==> config.mk <==
export PLATFORM = sky130hd
export DESIGN_NAME = hue_wheel_pixel_generator_unit
export DESIGN_NICKNAME = d
export VERILOG_FILES = /design/src/hwpg_pkg.sv /design/src/hwpg_prep.sv /design/src/hwpg_cordic_stage.sv /design/src/hwpg_color.sv /design/src/hue_wheel_pixel_generator_unit.sv
export SDC_FILE = /design/constraint.sdc
export NUM_CORES = 2
export LEC_CHECK = 0
export ABC_CLOCK_PERIOD_IN_PS = 51200
export BUFFER_PORTS_ARGS = -buffer_cell sky130_fd_sc_hd__buf_2
export CORE_AREA = 2 2 418 337
export DETAILED_ROUTE_END_ITERATION = 8
export DIE_AREA = 0 0 420 339
export GPL_ROUTABILITY_DRIVEN = 0
export SYNTH_ARGS = -nofsm -noshare
export SYNTH_HDL_FRONTEND = slang
export SYNTH_SLANG_ARGS = --single-unit
export TNS_END_PERCENT = 5
==> constraint.sdc <==
create_clock -name clk -period 51.2 [get_ports clk]
set_input_delay 10.24 -clock clk [delete_from_list [all_inputs] [get_ports clk]]
set_output_delay 10.24 -clock clk [all_outputs]
set_load 0.02 [all_outputs]
==> src/hwpg_pkg.sv <==
// Shared constants, types and helpers for the hue wheel pixel generator.
package hwpg_pkg;

  localparam int POS_W           = 5;
  localparam int ANG_W           = 16;
  localparam int CH_W            = 8;
  localparam int FRAC_SHIFT      = 8;
  localparam int CORDIC_STEPS    = 15;
  localparam int STEPS_PER_STAGE = 5;
  localparam int CORDIC_STAGES   = CORDIC_STEPS / STEPS_PER_STAGE;

  typedef logic [ANG_W-1:0] angle_t;
  typedef logic [CH_W-1:0]  chan_t;

  localparam angle_t ANG_HALF = 16'h8000;
  localparam chan_t  CH_FULL  = 8'hff;

  // atan(2^-i) in 1/65536 of a turn
  localparam angle_t ATAN_TURNS [CORDIC_STEPS] = '{
    16'd8192, 16'd4836, 16'd2555, 16'd1297, 16'd651, 16'd326, 16'd163, 16'd81,
    16'd41,   16'd20,   16'd10,   16'd5,    16'd3,   16'd1,   16'd1
  };

  // hue arithmetic: 16 fraction bits, range up to 6.0 plus sign
  localparam int HFX_W = 21;
  typedef logic signed [HFX_W-1:0] hue_fx_t;

  localparam hue_fx_t FX_ONE   = 21'sd65536;
  localparam hue_fx_t FX_TWO   = 21'sd131072;
  localparam hue_fx_t FX_THREE = 21'sd196608;
  localparam hue_fx_t FX_FOUR  = 21'sd262144;

  typedef struct packed {
    chan_t red;
    chan_t green;
    chan_t blue;
    chan_t alpha;
  } rgba_t;

  // clamp to 0..1.0, scale by 255, round half up
  function automatic chan_t to_channel(hue_fx_t c);
    logic [16:0] cl;
    logic [24:0] sc;
    if (c[HFX_W-1]) begin
      cl = '0;
    end else if (c > FX_ONE) begin
      cl = FX_ONE[16:0];
    end else begin
      cl = c[16:0];
    end
    sc = {cl, 8'b0} - {8'b0, cl} + 25'd32768;
    return sc[23:16];
  endfunction

endpackage

==> src/hwpg_prep.sv <==
// Centre offset, circle test and CORDIC start vector for one pixel.
module hwpg_prep #(
  parameter int TILE_SIDE = 32,
  parameter int DW        = 8,
  parameter int CW        = 16
) (
  input  logic [hwpg_pkg::POS_W-1:0] x_pos,
  input  logic [hwpg_pkg::POS_W-1:0] y_pos,
  output logic signed [CW-1:0]       x_o,
  output logic signed [CW-1:0]       y_o,
  output hwpg_pkg::angle_t           ang_o,
  output logic                       inside_o
);
  import hwpg_pkg::*;

  localparam logic signed [DW-1:0] CTR  = DW'(TILE_SIDE - 1);
  localparam logic [2*DW:0]        RAD2 = (2*DW+1)'(TILE_SIDE * TILE_SIDE);

  logic signed [DW-1:0]   dx, dy;
  logic signed [2*DW-1:0] dx2, dy2;
  logic [2*DW:0]          dist2;
  logic signed [CW-1:0]   xe, ye;

  always_comb begin
    // offsets in half pixels
    dx    = $signed({{(DW-POS_W-1){1'b0}}, x_pos, 1'b0}) - CTR;
    dy    = $signed({{(DW-POS_W-1){1'b0}}, y_pos, 1'b0}) - CTR;
    dx2   = dx * dx;
    dy2   = dy * dy;
    dist2 = {1'b0, dx2} + {1'b0, dy2};
    inside_o = (dist2 <= RAD2);

    xe = CW'(dx) <<< FRAC_SHIFT;
    ye = CW'(dy) <<< FRAC_SHIFT;
    // left half plane: rotate by half a turn first
    if (dx[DW-1]) begin
      x_o   = -xe;
      y_o   = -ye;
      ang_o = ANG_HALF;
    end else begin
      x_o   = xe;
      y_o   = ye;
      ang_o = '0;
    end
  end

endmodule

==> src/hwpg_cordic_stage.sv <==
// One slice of vectoring CORDIC iterations, starting at step FIRST.
module hwpg_cordic_stage #(
  parameter int CW    = 16,
  parameter int FIRST = 0
) (
  input  logic signed [CW-1:0] x_i,
  input  logic signed [CW-1:0] y_i,
  input  hwpg_pkg::angle_t     ang_i,
  output logic signed [CW-1:0] x_o,
  output logic signed [CW-1:0] y_o,
  output hwpg_pkg::angle_t     ang_o
);
  import hwpg_pkg::*;

  always_comb begin
    logic signed [CW-1:0] x, y, xs, ys;
    angle_t a;
    x = x_i;
    y = y_i;
    a = ang_i;
    for (int j = 0; j < STEPS_PER_STAGE; j++) begin
      // arithmetic shift gives floor rounding
      xs = x >>> (FIRST + j);
      ys = y >>> (FIRST + j);
      if (y > 0) begin
        x = x + ys;
        y = y - xs;
        a = a + ATAN_TURNS[FIRST + j];
      end else begin
        x = x - ys;
        y = y + xs;
        a = a - ATAN_TURNS[FIRST + j];
      end
    end
    x_o   = x;
    y_o   = y;
    ang_o = a;
  end

endmodule

==> src/hwpg_color.sv <==
// Hue rotation and triangle hue-to-RGB mapping.
module hwpg_color (
  input  hwpg_pkg::angle_t ang,
  input  hwpg_pkg::angle_t hue_off,
  input  logic             in_circle,
  output hwpg_pkg::rgba_t  rgba
);
  import hwpg_pkg::*;

  angle_t  h;
  hue_fx_t hx, hp, dr, dg, db, ar, ag, ab;

  always_comb begin
    h  = ang + hue_off;
    hx = {5'b0, h};
    hp = (hx <<< 2) + (hx <<< 1);
    dr = hp - FX_THREE;
    dg = hp - FX_TWO;
    db = hp - FX_FOUR;
    ar = dr[HFX_W-1] ? -dr : dr;
    ag = dg[HFX_W-1] ? -dg : dg;
    ab = db[HFX_W-1] ? -db : db;
    if (in_circle) begin
      rgba.red   = to_channel(ar - FX_ONE);
      rgba.green = to_channel(FX_TWO - ag);
      rgba.blue  = to_channel(FX_TWO - ab);
      rgba.alpha = CH_FULL;
    end else begin
      rgba = '0;
    end
  end

endmodule

==> src/hue_wheel_pixel_generator_unit.sv <==
// Hue wheel pixel generator: for each (x, y) of a TILE_SIDE square tile it
// returns the RGBA color of a hue wheel drawn in the inscribed circle, zero
// outside. One pixel is taken per clock while in_stall is low; a pixel's
// color reaches the output after passing the input register, the
// offset/circle register, three CORDIC registers of five iterations each,
// and the color/output register in that order. Backpressure on
// the output only stops the stages behind a full stage, so bubbles collapse
// and the input keeps taking pixels while a result waits. The hue offset
// register acts on pixels in flight and is to be written while idle.
module hue_wheel_pixel_generator_unit #(
  parameter int TILE_SIDE = 32
) (
  input  logic                       clk,
  input  logic                       rst_n,
  input  logic                       cfg_wr_en,
  input  logic [15:0]                cfg_wr_data,
  input  logic                       in_valid,
  output logic                       in_stall,
  input  logic [hwpg_pkg::POS_W-1:0] in_x_pos,
  input  logic [hwpg_pkg::POS_W-1:0] in_y_pos,
  output logic                       out_valid,
  input  logic                       out_stall,
  output logic [hwpg_pkg::CH_W-1:0]  out_red,
  output logic [hwpg_pkg::CH_W-1:0]  out_green,
  output logic [hwpg_pkg::CH_W-1:0]  out_blue,
  output logic [hwpg_pkg::CH_W-1:0]  out_alpha
);
  import hwpg_pkg::*;

  localparam int LOG_T = $clog2(TILE_SIDE);
  localparam int DW    = ((LOG_T > 6) ? LOG_T : 6) + 2;
  localparam int CW    = LOG_T + FRAC_SHIFT + 3;
  localparam int NST   = CORDIC_STAGES + 3;

  logic [NST-1:0] vld_r;
  logic [NST-1:0] rdy;

  angle_t                  hue_off_r;
  logic [POS_W-1:0]        x_r, y_r;
  logic signed [CW-1:0]    cx_r   [CORDIC_STAGES+1];
  logic signed [CW-1:0]    cy_r   [CORDIC_STAGES+1];
  angle_t                  cang_r [CORDIC_STAGES+1];
  logic [CORDIC_STAGES:0]  cin_r;
  logic signed [CW-1:0]    cx_nxt   [CORDIC_STAGES+1];
  logic signed [CW-1:0]    cy_nxt   [CORDIC_STAGES+1];
  angle_t                  cang_nxt [CORDIC_STAGES+1];
  logic                    cin_nxt;
  rgba_t                   rgba_r, rgba_nxt;

  always_ff @(posedge clk) begin
    if (!rst_n) begin
      hue_off_r <= '0;
    end else if (cfg_wr_en) begin
      hue_off_r <= cfg_wr_data;
    end
  end

  // a stage may load when it is empty or its contents move on
  always_comb begin
    rdy[NST-1] = !vld_r[NST-1] || !out_stall;
    for (int k = NST - 2; k >= 0; k--) begin
      rdy[k] = !vld_r[k] || rdy[k+1];
    end
  end

  assign in_stall = !rdy[0];

  always_ff @(posedge clk) begin
    if (!rst_n) begin
      vld_r <= '0;
    end else begin
      if (rdy[0]) begin
        vld_r[0] <= in_valid;
      end
      for (int k = 1; k < NST; k++) begin
        if (rdy[k]) begin
          vld_r[k] <= vld_r[k-1];
        end
      end
    end
  end

  always_ff @(posedge clk) begin
    if (rdy[0] && in_valid) begin
      x_r <= in_x_pos;
      y_r <= in_y_pos;
    end
  end

  hwpg_prep #(
    .TILE_SIDE(TILE_SIDE),
    .DW       (DW),
    .CW       (CW)
  ) u_prep (
    .x_pos   (x_r),
    .y_pos   (y_r),
    .x_o     (cx_nxt[0]),
    .y_o     (cy_nxt[0]),
    .ang_o   (cang_nxt[0]),
    .inside_o(cin_nxt)
  );

  always_ff @(posedge clk) begin
    if (rdy[1] && vld_r[0]) begin
      cx_r[0]   <= cx_nxt[0];
      cy_r[0]   <= cy_nxt[0];
      cang_r[0] <= cang_nxt[0];
      cin_r[0]  <= cin_nxt;
    end
  end

  for (genvar g = 0; g < CORDIC_STAGES; g++) begin : g_cordic
    hwpg_cordic_stage #(
      .CW   (CW),
      .FIRST(g * STEPS_PER_STAGE)
    ) u_stage (
      .x_i  (cx_r[g]),
      .y_i  (cy_r[g]),
      .ang_i(cang_r[g]),
      .x_o  (cx_nxt[g+1]),
      .y_o  (cy_nxt[g+1]),
      .ang_o(cang_nxt[g+1])
    );

    always_ff @(posedge clk) begin
      if (rdy[g+2] && vld_r[g+1]) begin
        cx_r[g+1]   <= cx_nxt[g+1];
        cy_r[g+1]   <= cy_nxt[g+1];
        cang_r[g+1] <= cang_nxt[g+1];
        cin_r[g+1]  <= cin_r[g];
      end
    end
  end

  hwpg_color u_color (
    .ang      (cang_r[CORDIC_STAGES]),
    .hue_off  (hue_off_r),
    .in_circle(cin_r[CORDIC_STAGES]),
    .rgba     (rgba_nxt)
  );

  always_ff @(posedge clk) begin
    if (rdy[NST-1] && vld_r[NST-2]) begin
      rgba_r <= rgba_nxt;
    end
  end

  assign out_valid = vld_r[NST-1];
  assign out_red   = rgba_r.red;
  assign out_green = rgba_r.green;
  assign out_blue  = rgba_r.blue;
  assign out_alpha = rgba_r.alpha;

endmodule

# --- Yosys cells after proc, flatten, opt, wreduce, memory -nomap -nowiden ---
# Memory sizes are Yosys's and may differ from the RTL's.
# Cells that the tools add are included.
classes:
  add_sub_neg: 111
  n_mul: 2
  magnitude_cmp: 19
  mux: 69
  n_reduce_logical: 20
ops:
  columns: ["op", "n"]
  rows:
  - ["16-bit 2-to-1 mux", 48]
  - ["16-bit by 1-bit greater-than comparator with 1-bit output, second input constant", 15]
  - ["17-bit 2-to-1 mux", 9]
  - ["24-bit by 16-bit adder with 24-bit output, second input constant", 3]
  - ["24-bit by 17-bit subtractor with 24-bit output", 3]
  - ["21-bit by 18-bit greater-than comparator with 1-bit output, second input constant", 3]
  - ["21-bit 2-to-1 mux", 3]
  - ["21-bit negation", 3]
  - ["19-bit by 21-bit subtractor with 21-bit output, first input constant", 2]
  - ["21-bit by 19-bit subtractor with 21-bit output, second input constant", 2]
  - ["16-bit by 1-bit adder with 16-bit output, second input constant", 2]
  - ["16-bit by 10-bit adder with 16-bit output", 2]
  - ["16-bit by 11-bit adder with 16-bit output", 2]
  - ["16-bit by 12-bit adder with 16-bit output", 2]
  - ["16-bit by 13-bit adder with 16-bit output", 2]
  - ["16-bit by 14-bit adder with 16-bit output", 2]
  - ["16-bit by 15-bit adder with 16-bit output", 2]
  - ["16-bit adder", 2]
  - ["16-bit by 2-bit adder with 16-bit output", 2]
  - ["16-bit by 3-bit adder with 16-bit output", 2]
  - ["16-bit by 4-bit adder with 16-bit output", 2]
  - ["16-bit by 5-bit adder with 16-bit output", 2]
  - ["16-bit by 6-bit adder with 16-bit output", 2]
  - ["16-bit by 7-bit adder with 16-bit output", 2]
  - ["57 further kinds", 102]
word_totals:
  regBits: 68
  mem_bits_rw: 192
  inputBits: 31
  out_inout_bits: 34
  word_cells: 241
  memories: 3
memory_table:
  columns: ["memory", "depth", "width", "rd", "rd_ports_with_merged_regs", "wr", "line_no", "rtl"]
  rows:
  - ["cang_r", 4, 16, 4, 0, 4, "hue_wheel_pixel_generator_unit.sv:42", "angle_t cang_r [CORDIC_STAGES+1];"]
  - ["cx_r", 4, 16, 3, 0, 4, "hue_wheel_pixel_generator_unit.sv:40", "logic signed [CW-1:0] cx_r [CORDIC_STAGES+1];"]
  - ["cy_r", 4, 16, 3, 0, 4, "hue_wheel_pixel_generator_unit.sv:41", "logic signed [CW-1:0] cy_r [CORDIC_STAGES+1];"]

# --- Depth between registers and ports, before layout ---
# An unclocked memory read counts as a cell.
depth:
  depth_word: 13
  mapped_depth: 101
  depth_no_buf: 98

# --- Hierarchy ---
# Synthesis repeated with hierarchy kept, for this count alone.
unflattened:
  hier_cells: 6836
  area_unflattened_um2: 54215.7
modules_own_cells:
  columns: ["module", "instances", "cells_each", "area_per_inst_um2", "seq_area_each_um2"]
  rows:
  - ["hwpg_cordic_stage at g_cordic[0].u_stage", 1, 1782, 12608.3, 0.0]
  - ["hwpg_cordic_stage at g_cordic[1].u_stage", 1, 1692, 12117.9, 0.0]
  - ["hwpg_cordic_stage at g_cordic[2].u_stage", 1, 1600, 11607.4, 0.0]
  - ["hue_wheel_pixel_generator_unit", 1, 289, 7090.6, 6626.4]
  - ["hwpg_color", 1, 1028, 7049.3, 0.0]
  - ["hwpg_prep", 1, 445, 3742.3, 0.0]

# --- Worst setup path after synthesis ---
# Ideal clock, no wire load.
synth_timing:
  path_kind: "in2out"
  start: "in out_stall"
  end: "out in_stall"
  arrival_time_ns: 10.973
  required_time_ns: 40.960
  setup_slack_ns: 29.987
  stages: 3
  path_buffers: 0
  path_cell_list: "and3_1 -> and3_1 -> and3_1"
synth_between:
  elab_chain_cells: 8
synth_lines:
  columns: ["element", "line_no", "rtl"]
  rows:
  - ["start, declared", "hue_wheel_pixel_generator_unit.sv:22", "input logic out_stall,"]
  - ["1-bit logical NOT", "hue_wheel_pixel_generator_unit.sv:60", "rdy[NST-1] = !vld_r[NST-1] || !out_stall;"]
  - ["1-bit logical OR", "hue_wheel_pixel_generator_unit.sv:60", null]
  - ["1-bit logical OR (5 in series)", "hue_wheel_pixel_generator_unit.sv:62", "rdy[k] = !vld_r[k] || rdy[k+1];"]
  - ["1-bit logical NOT", "hue_wheel_pixel_generator_unit.sv:66", "assign in_stall = !rdy[0];"]
  - ["end, declared", "hue_wheel_pixel_generator_unit.sv:18", "output logic in_stall,"]
# No other way between the ends.

==> results.cfg <==
[logic_synthesis]
synth_flop_cell = edfxtp_1
syn_area_mm2 = 0.0413
syn_nets = 6054
synth-xor-area-share = 0.145
synth_top_family_by_area = adder cells
yosys_warnings = 0
ys_seq_area_frac = 0.126
synthDistinctLibCells = 108
synth_edf_count = 159
syn_inst = 5191
synth_seq_cells = 181
muxShareOfSynthArea = 0.0141
async_flop_share = 0
synthAdderAreaFrac = 0.268
synth_compound_area_frac = 0.220
synthSimpleGateAreaFrac = 0.170
syn_area_per_cell_um2 = 7.95

[min_path]
holdPathStages = 0
hold_path_class = reg2reg
whs_endpoint = cin_r[3]
hold_path_startpoint = cin_r[2]

[route]
drt_pre_antenna_iters = 6
drt_iter0_drc = 2647
via_per_inst = 5.09
vias = 36100
drc = 0
final_antenna_net_count = 0
routed_wl_um = 106000
wl_per_cell_um = 14.9

[setup_path]
r2r-start = cy_r[1][8]
arrival_ns = 22.99
cpMaxStageDelayCell = nand2_1
r2r_slack_ns = 28.48
cp_max_fo = 25
critPathCaptureType = flip-flop
r2r_cells = 91
crit_top_cell = a21oi_1
cp_data_required_time_ns = 51.47
worstSetupStartpointType = flip-flop
crit_path_max_incr_delay_ns = 0.75
critPathKind = reg2reg
rr_endpoint = cy_r[2][15]

[timing]
tns_ns = 0
worst_slew_pin_slew_ns = 1.31
setup_viol = 0
max_freq_mhz = 44.0
fin_crit_ns = 22.72
setup_ws_ns = 28.48
slew_headroom = 0.121
drv_slew = 0
hold_violations = 0
min_period_over_period = 0.444
rsz0062_at_grt = no
finClkSkew_ns = 0.0298

[run_status]
status = complete, no violations

[grt]
grt_pass1_vias = 33900
gr-total-overflow = 0
grt.total_usage = 0.148
antenna_found_initial = 3
grt_use_met2 = 0.226
grt_max_degree = 49
grt_use_met1 = 0.219
top_usage_layer = met2
grtUsageMet3 = 0.0233
grt_pass1_wl_um = 175000

[floorplanning]
top_level_ports = 65
die_h_um = 339
core_area_mm2 = 0.138
rows = 122
initial_core_util = 0.299
die_width_um = 420
die_area_mm2 = 0.142

[clock_network]
clk_path_buf_depth = 2
post_cts_buffers = 0
htreeDepth = 4
root_buffer = clkbuf_16
cts_hold_buf = 0
clk_pin_slew_ns = 0.08
insertion_delay_ns = 0.52
tritoncts = yes
cts_made_buffers = 17
numClockSinks = 181
ctsResizeCount = 0

[finish]
final_core_util = 0.321
nFillCells = 14400
final_layout_size_suffix_gt1_frac = 0.0437
area_growth_pct = 7.34
nets = 6070

[job]
drv_cap = 0

[place]
dpl.hpwl_um = 89700
post-place-ws_ns = 28.94
port_buffers = 64
[kinds of logic after synthesis]
| group | count (synthesis) |
|---|---|
| muxes | 57 |
| other | 1 |
| xor gates and xnor gates | 673 |
| adders and majority gates | 832 |
| buffers and inverters | 602 |
| AOI/OAI and AO/OA | 1412 |
| DFF | 181 |
| and+or+nand+nor | 1433 |
[cell usage in the layout, fill, tap and decap left out, types with 12 or more instances in the layout]
cell         n
nor2_1     421
clkbuf_16   17
buf_4       26
o21ai_0    293
xor2_1     190
a21boi_0    62
dfxtp_1     22
or2_2       33
o22ai_1     12
a2111oi_0   13
a21oi_1    429
nor3_1     115
nor3b_1     20
a211oi_1    33
mux2i_1     47
edfxtp_1   159
nand3_1    104
a31oi_1     34
and2_1      35
or4_1       19
o21a_1      63
o31ai_1     29
nand4_1     26
and3_1      33
o31a_1      12
nand2_1    331
nand2b_1    68
inv_1      500
nor2b_1     88
buf_2       64
nor4_1      34
o21bai_1   110
ha_1       745
o2111ai_1   12
xnor2_1    474
o211ai_1    22
a21o_1     146
or3_1       44
nand3b_1    13
fa_1        87
[layer usage]
layer  wire (um)  up-vias
li1            -    18500
met5           7        -
met3        6050       57
met4         900        2
met1       54300    16700
met2       44600      786
[layout make-up]
cell class	instances	area [um^2]	share of cell area
clock inverters	14	146	0.00330
clock buffers	18	429	0.00968
inverters	509	1910	0.0431
repair buffers	90	515	0.0116
well taps	1860	2330	0.0525
diodes	2	5.00	0.000113
flip-flops and latches	181	5220	0.118
multi-input cells	4408	33800	0.762
[Yosys cell counts, types with 34 or more instances]
library cell  count  area (um^2)
nand2b_1         68          425
or3_1            44          275
a21boi_0         65          488
o21a_1           63          473
nand3_1         104          521
nor4_1           34          213
o21ai_0         293         1470
clkbuf_1         66          248
mux2i_1          47          470
a31oi_1          34          213
a21o_1          146         1100
nor2_1          421         1580
fa_1             87         1740
xnor2_1         474         4150
nand2_1         331         1240
ha_1            745         9320
inv_1           500         1880
nor2b_1          89          557
a21oi_1         429         2150
nor3_1          115          576
o21bai_1        110          826
xor2_1          190         1660
and2_1           35          219
edfxtp_1        159         4770
[through the flow]
step	hold WS, ns	area (um^2)	instances
CTS	0.433	44300	7080
detailed placement	0.416	43700	7048
floorplan	0.400	41300	5191
finish	0.428	44300	7082
global placement	0.407	43700	7048
global route	0.436	44300	7082
[flip-flops by register name (all words and copies together) (netlist names), 4 cells and up]
signal     count
out_red        8
out_blue       8
out_green      8
cy_r          37
cx_r          37
cin_r          4
y_r            5
x_r            5
cang_r        46
hue_off_r     16
vld_r          6
[critical path: cells and delay by family (launching register included)]
kind	cells	cell delay, ns
AOI/OAI and AO/OA	50	9.32
and+or+nand+nor	22	6.41
buffers and inverters	6	2.39
adders and majority gates	6	2.02
xor gates and xnor gates	6	1.36
DFF	1	0.47
muxes	1	0.41
[worst max-delay path by stage]
stage,from,endpoint,cells after the start
final,cy_r[1][8],cy_r[2][15],91
after global routing,cy_r[2][10],cang_r[3][15],93
after detailed placement,cy_r[1][8],cy_r[2][15],92
after floorplan,out_stall,in_stall,3
after CTS,cy_r[1][8],cy_r[2][15],92
after global placement,cy_r[1][8],cy_r[2][15],94
Power is not shown: default switching activity piles up to over one toggle a cycle in this logic, so the estimate is an artifact.
